[src/rtl/core/fxfft_pkg.sv]
// Shared types, constants and the twiddle ROM generator for the fixed-point FFT.
package fxfft_pkg;

  localparam int unsigned STORE_LOG2     = 10;
  localparam int unsigned STORE_LEN      = 1 << STORE_LOG2;
  localparam int unsigned IDX_W          = STORE_LOG2;
  localparam int unsigned DATA_W         = 16;
  localparam int unsigned ENTRY_W        = 2 * DATA_W;
  localparam int unsigned TABLE_LOG2_DEF = 10;
  localparam int unsigned SIZE_W         = 4;
  localparam logic [SIZE_W-1:0] SIZE_RESET = 4'd10;

  localparam logic [63:0] ONE_Q62     = 64'h4000_0000_0000_0000;
  localparam logic [63:0] HALF_PI_Q62 = 64'h6487_ED51_10B4_611A;
  localparam logic [63:0] SINE_AMPL   = 64'd32767;

  // Item actions
  typedef enum logic [1:0] {
    ACT_WRITE  = 2'd0,
    ACT_XFORM  = 2'd1,
    ACT_READ   = 2'd2,
    ACT_UNUSED = 2'd3
  } action_e;

  // Result kinds
  typedef enum logic [0:0] {
    KIND_BIN  = 1'b0,
    KIND_DONE = 1'b1
  } kind_e;

  // Sources for the store write port
  typedef enum logic [2:0] {
    WSRC_INPUT,
    WSRC_A,
    WSRC_B,
    WSRC_SUM,
    WSRC_DIFF
  } wsrc_e;

  // Operand pairs for the shared multiplier
  typedef enum logic [1:0] {
    MUL_RR,
    MUL_II,
    MUL_RI,
    MUL_IR
  } mul_e;

  // Sequencer states
  typedef enum logic [4:0] {
    S_IDLE,
    S_RD_ISSUE,
    S_RD_LOAD,
    S_BR_CHK,
    S_BR_RA,
    S_BR_RB,
    S_BR_LB,
    S_BR_WM,
    S_BR_WR,
    S_BF_RH,
    S_BF_RI,
    S_BF_M0,
    S_BF_M1,
    S_BF_M2,
    S_BF_M3,
    S_BF_T,
    S_BF_WH,
    S_BF_WI,
    S_DONE
  } state_e;

  // Commands from sequencer to datapath
  typedef struct packed {
    logic [IDX_W-1:0] raddr;
    logic             ld_a;
    logic             ld_b;
    logic             ld_wr;
    logic             ld_wi;
    logic             mul_en;
    mul_e             mul_sel;
    logic             ld_t;
    logic             ram_we;
    logic [IDX_W-1:0] waddr;
    wsrc_e            wsrc;
    logic             out_load;
    kind_e            out_kind;
    logic [IDX_W-1:0] out_index;
  } cmd_t;

  // Status from datapath to sequencer
  typedef struct packed {
    logic out_valid;
  } stat_t;

  // Q62 multiply, keeps bits 125:62 of the full product
  function automatic logic [63:0] mul_q62(logic [63:0] a, logic [63:0] b);
    logic [127:0] p;
    p = {64'd0, a} * {64'd0, b};
    return p[125:62];
  endfunction

  // Divide a series term by k*(k+1) for the given step
  function automatic logic [63:0] div_kk(logic [63:0] t, int unsigned n, logic want_sin);
    logic [63:0] res;
    case (n)
      0:       res = want_sin ? t / 64'd6   : t / 64'd2;
      1:       res = want_sin ? t / 64'd20  : t / 64'd12;
      2:       res = want_sin ? t / 64'd42  : t / 64'd30;
      3:       res = want_sin ? t / 64'd72  : t / 64'd56;
      4:       res = want_sin ? t / 64'd110 : t / 64'd90;
      5:       res = want_sin ? t / 64'd156 : t / 64'd132;
      6:       res = want_sin ? t / 64'd210 : t / 64'd182;
      7:       res = want_sin ? t / 64'd272 : t / 64'd240;
      8:       res = want_sin ? t / 64'd342 : t / 64'd306;
      9:       res = want_sin ? t / 64'd420 : t / 64'd380;
      10:      res = want_sin ? t / 64'd506 : t / 64'd462;
      11:      res = want_sin ? t / 64'd600 : t / 64'd552;
      default: res = want_sin ? t / 64'd702 : t / 64'd650;
    endcase
    return res;
  endfunction

  // Taylor series in Q62 for 0 <= x <= pi/4
  function automatic logic [63:0] series(logic [63:0] x, logic want_sin);
    logic [63:0] x2;
    logic [63:0] term;
    logic [63:0] sum;
    logic        sub;
    x2   = mul_q62(x, x);
    term = want_sin ? x : ONE_Q62;
    sum  = term;
    sub  = 1'b1;
    for (int unsigned n = 0; n < 13; n++) begin
      term = div_kk(mul_q62(term, x2), n, want_sin);
      sum  = sub ? sum - term : sum + term;
      sub  = !sub;
    end
    return sum;
  endfunction

  // round(32767 * sin(pi/2 * m / 2^qlog))
  function automatic logic [15:0] quarter_sine(logic [63:0] m, int unsigned qlog);
    logic [63:0] q;
    logic [63:0] a;
    logic [63:0] frac;
    logic [63:0] s;
    logic [63:0] r;
    logic        use_sin;
    q       = 64'd1 << qlog;
    use_sin = ((m << 1) <= q);
    a       = use_sin ? m : q - m;
    frac    = a << (62 - qlog);
    s       = series(mul_q62(HALF_PI_Q62, frac), use_sin);
    r       = (s >> 15) * SINE_AMPL;
    r       = (r + (64'd1 << 46)) >> 47;
    return r[15:0];
  endfunction

  // Sine ROM entry i for a table of 2^tlog points per turn
  function automatic logic signed [15:0] rom_value(int unsigned tlog, int unsigned idx);
    int unsigned qlog;
    int unsigned quad;
    logic [63:0] q;
    logic [63:0] r;
    logic [15:0] v;
    qlog = tlog - 2;
    q    = 64'd1 << qlog;
    quad = idx >> qlog;
    r    = 64'(idx) & (q - 64'd1);
    if (quad == 0) begin
      v = quarter_sine(r, qlog);
    end else if (quad == 1) begin
      v = quarter_sine(q - r, qlog);
    end else begin
      v = -quarter_sine(r, qlog);
    end
    return v;
  endfunction

endpackage

[src/rtl/core/fxfft_ctrl.sv]
// FFT sequencer: item intake, bit-reverse pass and butterfly schedule.
module fxfft_ctrl #(
  parameter int unsigned TABLE_LOG2 = fxfft_pkg::TABLE_LOG2_DEF
) (
  input  logic                           clk_i,
  input  logic                           rst_ni,
  input  logic                           cfg_we_i,
  input  logic [fxfft_pkg::SIZE_W-1:0]   cfg_wdata_i,
  input  logic                           in_valid_i,
  input  logic [1:0]                     in_action_i,
  input  logic [fxfft_pkg::IDX_W-1:0]    in_index_i,
  output logic                           in_ready_o,
  input  logic                           out_ready_i,
  input  fxfft_pkg::stat_t               stat_i,
  output fxfft_pkg::cmd_t                cmd_o,
  output logic [TABLE_LOG2-1:0]          tw_addr_o
);
  import fxfft_pkg::*;

  localparam int unsigned RA = TABLE_LOG2;
  localparam int unsigned KW = $clog2(TABLE_LOG2);
  localparam logic [RA-1:0] QuarterOff = RA'(1 << (TABLE_LOG2 - 2));

  state_e            state_q, state_d;
  logic [SIZE_W-1:0] size_q;
  logic [IDX_W:0]    m_q, m_d;
  logic [IDX_W-1:0]  i_q, i_d;
  logic [SIZE_W-1:0] st_q, st_d;
  logic [IDX_W-1:0]  idx_q, idx_d;

  logic [IDX_W:0]    n_len;
  logic [IDX_W:0]    l_len;
  logic [IDX_W-1:0]  rv;
  logic [IDX_W-1:0]  rev;
  logic [IDX_W-1:0]  h_idx;
  logic [IDX_W+1:0]  i_step;
  logic [IDX_W:0]    m_inc;
  logic [KW-1:0]     k_sh;
  logic [RA+IDX_W-1:0] mk;
  logic [RA-1:0]     j_idx;
  logic              size_ok;
  logic              fire;

  // Loop bounds and indexes
  assign n_len  = (IDX_W+1)'(1) << size_q;
  assign l_len  = (IDX_W+1)'(1) << st_q;
  assign h_idx  = i_q + l_len[IDX_W-1:0];
  assign i_step = (IDX_W+2)'(i_q) + {l_len, 1'b0};
  assign m_inc  = m_q + 1'b1;
  assign k_sh   = KW'(TABLE_LOG2 - 1) - KW'(st_q);
  assign mk     = {{RA{1'b0}}, m_q[IDX_W-1:0]} << k_sh;
  assign j_idx  = mk[RA-1:0];
  assign size_ok = (size_q != '0) && (32'(size_q) <= TABLE_LOG2)
                && (32'(size_q) <= STORE_LOG2);

  // Bit-reversed partner of m within the active length
  always_comb begin
    for (int b = 0; b < IDX_W; b++) begin
      rv[IDX_W-1-b] = m_q[b];
    end
    rev = rv >> (SIZE_W'(STORE_LOG2) - size_q);
  end

  // Input handshake: result-producing items wait for a free result register
  always_comb begin
    case (action_e'(in_action_i))
      ACT_READ, ACT_XFORM: in_ready_o = (state_q == S_IDLE)
                                     && (!stat_i.out_valid || out_ready_i);
      default:             in_ready_o = (state_q == S_IDLE);
    endcase
  end
  assign fire = in_valid_i && in_ready_o;

  // Twiddle address: cosine leg first, then sine leg
  assign tw_addr_o = (state_q == S_BF_RH) ? j_idx + QuarterOff : j_idx;

  // Next state and commands
  always_comb begin
    state_d = state_q;
    m_d     = m_q;
    i_d     = i_q;
    st_d    = st_q;
    idx_d   = idx_q;
    cmd_o   = '0;
    case (state_q)
      S_IDLE: begin
        if (fire) begin
          case (action_e'(in_action_i))
            ACT_WRITE: begin
              cmd_o.ram_we = 1'b1;
              cmd_o.waddr  = in_index_i;
              cmd_o.wsrc   = WSRC_INPUT;
            end
            ACT_READ: begin
              idx_d   = in_index_i;
              state_d = S_RD_ISSUE;
            end
            ACT_XFORM: begin
              m_d     = (IDX_W+1)'(1);
              state_d = size_ok ? S_BR_CHK : S_DONE;
            end
            default: ;
          endcase
        end
      end
      S_RD_ISSUE: begin
        cmd_o.raddr = idx_q;
        state_d     = S_RD_LOAD;
      end
      S_RD_LOAD: begin
        cmd_o.out_load  = 1'b1;
        cmd_o.out_kind  = KIND_BIN;
        cmd_o.out_index = idx_q;
        state_d         = S_IDLE;
      end
      // Bit-reverse pass
      S_BR_CHK: begin
        if (m_q == n_len) begin
          st_d    = '0;
          m_d     = '0;
          i_d     = '0;
          state_d = S_BF_RH;
        end else if (rev > m_q[IDX_W-1:0]) begin
          state_d = S_BR_RA;
        end else begin
          m_d = m_inc;
        end
      end
      S_BR_RA: begin
        cmd_o.raddr = m_q[IDX_W-1:0];
        state_d     = S_BR_RB;
      end
      S_BR_RB: begin
        cmd_o.raddr = rev;
        cmd_o.ld_a  = 1'b1;
        state_d     = S_BR_LB;
      end
      S_BR_LB: begin
        cmd_o.ld_b = 1'b1;
        state_d    = S_BR_WM;
      end
      S_BR_WM: begin
        cmd_o.ram_we = 1'b1;
        cmd_o.waddr  = m_q[IDX_W-1:0];
        cmd_o.wsrc   = WSRC_B;
        state_d      = S_BR_WR;
      end
      S_BR_WR: begin
        cmd_o.ram_we = 1'b1;
        cmd_o.waddr  = rev;
        cmd_o.wsrc   = WSRC_A;
        m_d          = m_inc;
        state_d      = S_BR_CHK;
      end
      // Butterflies
      S_BF_RH: begin
        cmd_o.raddr = h_idx;
        state_d     = S_BF_RI;
      end
      S_BF_RI: begin
        cmd_o.raddr = i_q;
        cmd_o.ld_a  = 1'b1;
        cmd_o.ld_wr = 1'b1;
        state_d     = S_BF_M0;
      end
      S_BF_M0: begin
        cmd_o.ld_b    = 1'b1;
        cmd_o.ld_wi   = 1'b1;
        cmd_o.mul_en  = 1'b1;
        cmd_o.mul_sel = MUL_RR;
        state_d       = S_BF_M1;
      end
      S_BF_M1: begin
        cmd_o.mul_en  = 1'b1;
        cmd_o.mul_sel = MUL_II;
        state_d       = S_BF_M2;
      end
      S_BF_M2: begin
        cmd_o.mul_en  = 1'b1;
        cmd_o.mul_sel = MUL_RI;
        state_d       = S_BF_M3;
      end
      S_BF_M3: begin
        cmd_o.mul_en  = 1'b1;
        cmd_o.mul_sel = MUL_IR;
        state_d       = S_BF_T;
      end
      S_BF_T: begin
        cmd_o.ld_t = 1'b1;
        state_d    = S_BF_WH;
      end
      S_BF_WH: begin
        cmd_o.ram_we = 1'b1;
        cmd_o.waddr  = h_idx;
        cmd_o.wsrc   = WSRC_DIFF;
        state_d      = S_BF_WI;
      end
      S_BF_WI: begin
        cmd_o.ram_we = 1'b1;
        cmd_o.waddr  = i_q;
        cmd_o.wsrc   = WSRC_SUM;
        state_d      = S_BF_RH;
        if (i_step < {1'b0, n_len}) begin
          i_d = i_step[IDX_W-1:0];
        end else if (m_inc < l_len) begin
          m_d = m_inc;
          i_d = m_inc[IDX_W-1:0];
        end else if ((st_q + 1'b1) < size_q) begin
          st_d = st_q + 1'b1;
          m_d  = '0;
          i_d  = '0;
        end else begin
          state_d = S_DONE;
        end
      end
      S_DONE: begin
        cmd_o.out_load  = 1'b1;
        cmd_o.out_kind  = KIND_DONE;
        cmd_o.out_index = '0;
        state_d         = S_IDLE;
      end
      default: state_d = S_IDLE;
    endcase
  end

  // State and loop counters
  always_ff @(posedge clk_i or negedge rst_ni) begin
    if (!rst_ni) begin
      state_q <= S_IDLE;
      m_q     <= '0;
      i_q     <= '0;
      st_q    <= '0;
    end else begin
      state_q <= state_d;
      m_q     <= m_d;
      i_q     <= i_d;
      st_q    <= st_d;
    end
  end

  always_ff @(posedge clk_i) begin
    idx_q <= idx_d;
  end

  // Length register
  always_ff @(posedge clk_i or negedge rst_ni) begin
    if (!rst_ni) begin
      size_q <= SIZE_RESET;
    end else if (cfg_we_i) begin
      size_q <= cfg_wdata_i;
    end
  end

  // A swap only ever moves an entry to a higher partner
  a_swap_order: assert property (@(posedge clk_i) disable iff (!rst_ni)
    (state_q == S_BR_RA) |-> (rev > m_q[IDX_W-1:0]))
    else $error("bit-reverse swap with lower partner");

  // Upper butterfly operand stays inside the active length
  a_bf_bound: assert property (@(posedge clk_i) disable iff (!rst_ni)
    (state_q == S_BF_RH) |-> ((IDX_W+1)'(h_idx) < n_len))
    else $error("butterfly index beyond transform length");

  // Finishing a transform posts its done result
  a_done_out: assert property (@(posedge clk_i) disable iff (!rst_ni)
    (state_q == S_DONE) |=> stat_i.out_valid)
    else $error("done result not posted");
endmodule
[config.mk]
export PLATFORM = sky130hd
export DESIGN_NAME = fxfft_ctrl
export DESIGN_NICKNAME = d
export VERILOG_FILES = /design/src/rtl/core/fxfft_pkg.sv /design/src/rtl/core/fxfft_ctrl.sv
export SDC_FILE = /design/constraint.sdc
export NUM_CORES = 1
export LEC_CHECK = 0
export BUFFER_PORTS_ARGS = -buffer_cell sky130_fd_sc_hd__buf_2
export CAP_MARGIN = 20
export CORE_ASPECT_RATIO = 0.6
export CORE_MARGIN = 2
export CORE_UTILIZATION = 60
export CTS_CLUSTER_SIZE = 24
export DETAILED_ROUTE_END_ITERATION = 7
export HOLD_SLACK_MARGIN = 0.06
export PLACE_DENSITY = 0.82
export SLEW_MARGIN = 20
export SYNTH_ARGS = -nofsm -noshare
export SYNTH_HDL_FRONTEND = slang
export SYNTH_SLANG_ARGS = --single-unit
[constraint.sdc]
create_clock -name clk_i -period 5.2 [get_ports clk_i]
set_clock_uncertainty 0.1 [all_clocks]
set_input_delay 1.04 -clock clk_i [delete_from_list [all_inputs] [get_ports clk_i]]
set_output_delay 1.04 -clock clk_i [all_outputs]
set_load 0.01 [all_outputs]
# Word-level counts from Yosys, hierarchy flattened
# Index checks and enable logic that the tools add are counted.
# classes
add_sub_neg	7
n_mul	0
div_mod_pow	0
magnitude_cmp	5
n_eq_ne	32
n_shift	4
mux	40
n_bitwise	0
n_reduce_logical	19
# op_table
cell	n
5-bit case mux with 17 select lines	1
11-bit 2-to-1 mux	7
14-bit case mux with 5 select lines	1
10-bit 2-to-1 mux	5
10-bit case mux with 5 select lines	1
11-bit case mux with 4 select lines	1
5-bit by 4-bit equality test with 1-bit output (second input constant)	8
5-bit 2-to-1 mux	7
14-bit 2-to-1 mux	2
12-bit case mux with 2 select lines	1
1-bit by 4-bit << shifter with 11-bit output (first input constant)	2
5-bit by 3-bit equality test with 1-bit output (second input constant)	4
10-bit case mux with 2 select lines	1
4-bit 2-to-1 mux	4
5-bit equality test (second input constant)	3
10-bit by 12-bit adder with 12-bit output	1
12-bit by 11-bit less-than comparator with 1-bit output	1
3-bit case mux with 4 select lines	1
11-bit by 1-bit adder with 11-bit output (second input constant)	1
11-bit equality test	1
11-bit less-than comparator	1
10-bit adder	1
10-bit by 9-bit adder with 10-bit output (second input constant)	1
5-bit by 2-bit equality test with 1-bit output (second input constant)	2
29 further kinds	49
# totals
reg_bits	44
latchBits	0
ram_bits	0
mem_bits_ro	0
out_inout_bits	55
memories	0

# Logic depth before layout (Yosys ltp)
# Gate-level depths: netlist of the first run.
# logic_depth
ltp_word	7
mapped_depth	23
mapped_depth_nobuf	20

# Worst setup path after synthesis of the first run
# No wires, ideal clock.
# synth_timing
path_type	reg-to-reg
from	register st_q[0]
to	register m_q[0]
setup_ns	0.125
arrival_ns	4.530
t_required_ns	4.975
path_slack_ns	0.445
stages_incl_launch_ff	19
path_buffers	2
period_less_slack_ns	4.755
cell_sequence	dfrtp_1 > clkbuf_1 > buf_1 > inv_1 > ha_1 > nor3b_1 > ha_1 > maj3_1 > maj3_1 > xnor2_1 > ha_1 > and4_1 > and2_1 > a211oi_1 > o21ai_0 > a21oi_1 > mux2i_1 > o21ai_4 > mux2_2
# synth_via
elab_chain_cells	5
# synth_rtl
element	line_no	text
from (decl)	fxfft_ctrl.sv:28	logic [SIZE_W-1:0] st_q, st_d;
from (signal assigned)	fxfft_ctrl.sv:237	st_q <= st_d;
1-bit by 4-bit << shifter with 11-bit output	fxfft_ctrl.sv:46	assign l_len = (IDX_W+1)'(1) << st_q;
10-bit by 12-bit adder with 12-bit output / 11-bit less-than comparator (equally long branches)	fxfft_ctrl.sv:48, fxfft_ctrl.sv:205	
12-bit by 11-bit less-than comparator with 1-bit output / 11-bit 2-to-1 mux (equally long branches)	fxfft_ctrl.sv:203, fxfft_ctrl.sv:205	
2-bit != test (no source line) / 11-bit 2-to-1 mux (equally long branches)	n/a	
6-bit AND reduction (no source line) / 11-bit case mux with 4 select lines (equally long branches)	n/a	
to (signal assigned)	fxfft_ctrl.sv:235	m_q <= m_d;
to (decl)	fxfft_ctrl.sv:26	logic [IDX_W:0] m_q, m_d;
# Parallel ways exist; a longest one is shown, timed or not. The select of a mux whose other input is x is not followed.
# A chain may end at the register's enable or synchronous reset.

# Final worst setup path of the first run
# layout_timing
from	register st_q[1]
to	register m_q[0]
# Same word-level chain as after synthesis.

==> results.md, run 1 <==
- CP required: 5.28 ns
- Remaining global-route overflow: 0
- Most frequent cell after synthesis: nand2_1
- Peak supply drop: 0.000160 V
- Crit path from: st_q[1]
- Worst Path Class, Setup: reg2reg
- Worst setup path end: m_q[0]
- Worst r2r src: st_q[1]
- Later-pin clock latency in the skew report: 0.30 ns
- Met3 global-route usage: 14.2%
- Post-synth EDFFs: 10
- Synth area leaders: dfrtp_1 13%, ha_1 13%, nand2_1 6.9%, edfxtp_1 5.0%, nor2_1 4.7%
- Crit start category: flip-flop
- CTS max path bufs: 2
- Dpl cells: around 980
- Crit path max fanout: 8
- P_leak: 3.18 nW
- Avg Cell Area, Syn: around 7.6 µm²
- Clk root buf: clkbuf_16
- First-pass GRT wire length: 32500 µm
- Layout cells sized above 1: approximately 16%
- Synth area leader: dfrtp_1
- F_max: 0.202 GHz
- Synth top cells by count: 111 x nand2_1, 76 x nor2_1, 63 x ha_1
- FFs w/ async S/R, synth: 77.3%
- Grt met1 use: 53.6%
- Synth Flop Type: dfrtp_1
- Antenna cells: 0
- Input/output buffers: 76
- Gr busiest metal: met2
- Min cycle time layout: 4.96 ns
- Inserted Clock Buffers: 5
- Max-slew violation count: 0
- Via density: 6.77
- Outcome: finished, final reports clean
- Syn_nets: 875
- GPL Wtd Cong: between 1 and 1.5
- Seq cells post-synth: 44
- Maximum number of pins on one net before global-route repair: 35
- Max-cap violations: 0
- Vias in the first global route: 5906
- Hold Fails Final Rpt: 0
- Gate Count Post-Synth: just under 800
- GRT met2 Usage: between 50% and 60%
- Reg2reg path depth: 19
- Clk slew on worst S/H paths: 0.07 ns
- Slew @ Worst Pin: 0.889 ns
- FP Rows: 28
- Final std cells w/o fill: 986
- Synth top area share: 13.3%
- Total Routing Usage GR: ~40%
- Router iterations before antenna repair: 6
- CTS tree: built
- Die width: 133 µm
- Clk sinks: 44
- WL per Instance: 21.6 µm
- Crit share post-route: 95.3%
- Die Area: 10900 µm²
- Die height: 81.5 µm
- Sequential area share after synthesis: between 10% and 20%
- Final net count: 935
- DP Wirelength: between 15000 and 20000 µm
- H-tree levels: 2
- Critical R2R Capture: m_q[0]
- Post-route DRC: 0
- Via count: 6676
- Post-synth cell types: 71
- Power Density: 323 nW/µm²
- Worst rel slew slack: about 41%
- Fin Setup TNS: 0 ns
- Synthesis-to-finish area growth: 11.8%
- Hold Crit Class: reg2reg
- Antenna violations before repair: 0
- 1st-iter DRT viols: 925
- Core box area: ~9800 µm²
- Flop-to-flop setup slack: 0.24 ns
- Starting Density: 61.2%
- Critical Path End Type: flip-flop
- Routed WL: 21300 µm
- Final setup fails: 0
- CP arrival: 5.03 ns
- I/O Pins: 77
- Antenna viol nets, final: 0
- RSZ-0062 raised after global routing: yes
- Synthesized area: about 6000 µm²
- Yosys warns: 0
metal layers:
layer	part of all wire, %	routed length (µm)
met5	0	0
met4	2.8	599
met3	17	3550
met2	40	8580
met1	40	8600
layout make-up:
| cell class | instances | area (µm²) |
|---|---|---|
| flip-flops and latches | 44 | 1150 |
| well taps | 135 | 169 |
| clock buffers | 5 | 125 |
| multi-input cells | 662 | 4540 |
| repair buffers | 98 | 546 |
| fillers | 858 | 3090 |
| inverters | 39 | 146 |
| clock inverters | 3 | 42.5 |
cell families after synthesis:
family,Yosys count,synth area share (%)
adders and majority gates,69,14.1
AOI/OAI and AO/OA,205,24.0
muxes,31,6.33
DFF,44,19.2
buffers and inverters,84,5.48
and+or+nand+nor,320,25.5
xor gates and xnor gates,37,5.39
registers in the layout, indices dropped and copies added, names as in the netlist:
name / count
state_q: 5
m_q: 11
idx_q: 10
size_q: 4
st_q: 4
i_q: 10
timing repair:
action / 4_1_cts / 5_1_grt
resized for setup: 0 / 2
buffers inserted: 0 / 1
hold endpoints to repair: 0 / 0
hold buffers: 0 / 0
setup endpoints to repair: 0 / 14
where the power goes:
| group | switching (mW) | leakage (nW) | internal [mW] |
|---|---|---|---|
| combinational | 0.798 | 2.55 | 0.500 |
| sequential | 0.105 | 0.543 | 0.390 |
| clock | 0.150 | 0.0814 | 0.226 |
| total | 1.05 | 3.18 | 1.12 |
placed cells by master, fill, tap and decap left out, types with 7 or more instances in the layout:
master / n
buf_4: 22
inv_1: 37
a22oi_1: 15
nand2_1: 111
ha_1: 63
a31oi_1: 8
mux2i_1: 20
dfrtp_1: 32
a221o_1: 18
nor3_1: 22
o21ai_0: 39
nand2b_1: 9
a222oi_1: 7
nand3_1: 26
edfxtp_1: 10
a21oi_1: 46
xnor2_1: 23
a211oi_1: 14
nor2b_1: 12
buf_2: 76
and2_1: 22
xor2_1: 14
o22ai_1: 7
nor2_1: 75
critical path, stage by stage (launching register included):
cell and delay [ns]:
dfrtp_1 0.38, inv_1 0.19, ha_1 0.23, nor3b_1 0.38, ha_1 0.28, ha_1 0.20
o221ai_1 0.15, o221ai_2 0.24, a21oi_1 0.12, xnor2_1 0.26, ha_1 0.31, and4_1 0.17
and2_1 0.16, a211oi_1 0.21, o21ai_0 0.24, a21oi_1 0.21, mux2i_1 0.12, buf_4 0.19
o21ai_4 0.30, mux2_2 0.39
stage by stage:
stage | cell area (µm²) | power, mW | hold WS, ns | utilization (%) | worst slack (ns)
6_report | 6720 | 2.17 | 0.535 | 68.5 | 0.244
5_1_grt | 6720 | 2.30 | 0.537 | 68.5 | -0.00901
4_1_cts | 6700 | 2.11 | 0.510 | 68.3 | 0.247
3_5_place_dp | 6530 | 1.74 | 0.498 | 66.6 | 0.256
3_3_place_gp | 6530 | 1.71 | 0.477 | 66.6 | 0.547
2_1_floorplan | 6010 | 1.35 | 0.447 | - | 0.445
worst min path at each step:
stage / startpoint / to / slack (ns) / cells after the start
final: i_q[8] / i_q[8] / 0.54 / 1
after global routing: m_q[10] / m_q[10] / 0.54 / 1
after CTS: m_q[10] / m_q[10] / 0.51 / 1
after detailed placement: m_q[10] / m_q[10] / 0.50 / 1
after global placement: m_q[10] / m_q[10] / 0.48 / 1
after floorplan: m_q[10] / m_q[10] / 0.45 / 1
(Power assumes the default switching activity.)
==> inputs of run 2 (changes only) <==
Settings changed: CORE_ASPECT_RATIO 0.6 to 1.5, PLACE_DENSITY 0.82 to 0.93.
==> run 2 against run 1 <==
  * Total power about the same
  * Clock-buffer cell count unchanged
  * First-iteration DRC count is 3.0% lower
  * Clock power down 7.4%
  * Final cell count down 2.4%
  * Combinational power is 3% higher
  * Die area is essentially flat
  * Sequential share of layout area increased by 0.21 points
  * Critical path type unchanged
  * Largest power group unchanged
==> results.md, run 2 (synthesis results as in run 1) <==
- Worst Hold Slack: 0.505 ns (-0.0309 ns)
- Filler cell count in the final layout: 793 (-7.6%)
- CP arrival: 4.94 ns (-0.09 ns)
- H-tree levels: 2 (unchanged)
- Routed WL: 21100 µm (-1.2%)
- GPL Wtd Cong: 1.06 (+3.5%)
- Core box area: 9690 µm² (-1.2%)
- Post-route DRC: 0 (unchanged)
- Critical Path End Type: flip-flop
- Outcome: finished, final reports clean
- Worst Path Class, Setup: reg2reg
- Layout cells sized above 1: 15.3% (-0.40 points)
- Synthesis-to-finish area growth: 10.5%
- Worst rel slew slack: 34.5% (-6.0 points)
- Antenna violations before repair: 0 (unchanged)
- DP Wirelength: 15800 µm (-6.7%)
- Peak supply drop: 0.000260 V (+62%)
- Cts repair resizes: 0 (unchanged)
- Maximum number of pins on one net before global-route repair: 35 (unchanged)
- P_leak: 3.15 nW (-0.89%)
- F_max: 0.207 GHz (+2.3%)
- I/O Pins: 77 (unchanged)
- Power Density: 327 nW/µm² (+1.2%)
- Crit share post-route: 93.1% (-2.2 points)
- First-pass GRT wire length: 32900 µm (+1.1%)
- Router iterations before antenna repair: 8 (+2)
- Fin Setup TNS: 0 ns (unchanged)
- 1st-iter DRT viols: 897 (-3.0%)
- Antenna viol nets, final: 0 (unchanged)
- Max-slew violation count: 0 (unchanged)
- CTS max path bufs: 2 (unchanged)
- Biggest regs: m_q: 11 flops, i_q: 10 flops, idx_q: 10 flops
- Remaining global-route overflow: 0 (unchanged)
- Flop-to-flop setup slack: 0.36 ns (+0.11 ns)
- CTS Hold Bufs: 0 (unchanged)
- Die height: 127 µm (+55%)
- Setup Buffers After CTS: 0 (unchanged)
- Most common cell after layout, fill and taps aside: nand2_1
- Clk root buf: clkbuf_16
- Tot Pwr: 2.17 mW (about the same)
- Max FFs per register: 11 (unchanged)
- Slew @ Worst Pin: 0.980 ns (+0.0904 ns)
- Final net count: 931 (-0.43%)
- Max-cap violations: 0 (unchanged)
- Crit start category: flip-flop
- Min cycle time layout: 4.84 ns (-0.113 ns)
- Total Routing Usage GR: 38.6% (-0.28 points)
- CTS tree: built
- Later-pin clock latency in the skew report: 0.31 ns (about the same)
- Die width: 85.7 µm (-36%)
- Vias in the first global route: 6398 (+8.3%)
- Final instance area: 6640 µm² (-1.2%)
- RSZ-0062 raised after global routing: no
- Placed inst area: 6480 µm² (-0.73%)
- Clk sinks: 44 (unchanged)
- Starting Density: 62.0% (+0.76 points)
- FP Rows: 44 (+57%)
- WL per Instance: 21.9 µm (+1.3%)
- Via density: 7.05 (+4.1%)
- Final setup fails: 0 (unchanged)
- Clk slew on worst S/H paths: 0.07 ns (about the same)
- Hold Crit Class: reg2reg
- Crit path max fanout: 8 (unchanged)
- Antenna cells: 0 (unchanged)
- Via count: 6780 (+1.6%)
- Commonest non-fill, non-tap cells in the layout: 111 x nand2_1, 76 x nor2_1, 76 x buf_2, 63 x ha_1, 46 x a21oi_1
- Inserted Clock Buffers: 5 (unchanged)
- CP required: 5.29 ns (about the same)
- Reg with most FFs: m_q
- Die Area: 10800 µm² (about the same)
- Input/output buffers: 76 (unchanged)
- Hold Fails Final Rpt: 0 (unchanged)
run 2: final timing paths:
path | cells past startpoint | start | end
max in group asynchronous | 1 | rst_ni | m_q[7]
min in group asynchronous | 1 | rst_ni | size_q[0]
setup / recovery | 19 | st_q[1] | m_q[9]
hold / removal | 1 | m_q[10] | m_q[10]
setup reg to reg | 19 | st_q[1] | m_q[9]
hold reg to reg | 1 | m_q[10] | m_q[10]
run 2: routing by layer:
layer / GRT usage (%) / vias to the layer above / share of wire, %
li1: - / 2985 / -
met1: 44.7 / 3036 / 33
met2: 62.3 / 576 / 46
met3: 6.70 / 183 / 11
met4: 29.9 / 0 / 9.8
met5: 0 / - / 0
run 2: layout make-up:
type | instances | area (µm²) | share of cell area [%]
clock buffer | 5 | 125 | 1.89
clock inverter | 3 | 21.3 | 0.321
inverter | 39 | 146 | 2.21
multi-input combinational | 662 | 4530 | 68.3
sequential | 44 | 1150 | 17.4
tap | 115 | 144 | 2.17
timing repair buffer | 94 | 515 | 7.77
run 2: where the power goes:
| part | internal, mW | switching (mW) | total [mW] |
|---|---|---|---|
| Combinational | 0.504 | 0.839 | 1.34 |
| Clock | 0.180 | 0.168 | 0.348 |
| Sequential | 0.391 | 0.0865 | 0.477 |
run 2: critical path, cell delays in order (launching register included):
cell and delay, ns:
dfrtp_1 0.38, inv_1 0.20, ha_1 0.29, nor3b_2 0.47
xor2_1 0.13, ha_1 0.24, o221ai_1 0.21, o221ai_2 0.14
a41oi_1 0.30, nor2b_1 0.20, xnor2_1 0.17, ha_1 0.29
a21o_1 0.16, a21oi_1 0.13, o21ai_0 0.18, a21oi_1 0.20
mux2i_1 0.10, buf_4 0.19, o21ai_4 0.29, mux2_2 0.38
run 2: through the flow:
stage	cells	utilization (%)	setup slack [ns]
after floorplan	790	-	0.445
after global placement	954	66.9	0.636
after detailed placement	954	66.9	0.506
after CTS	962	68.4	0.457
after global routing	962	68.5	0.117
final	962	68.5	0.357
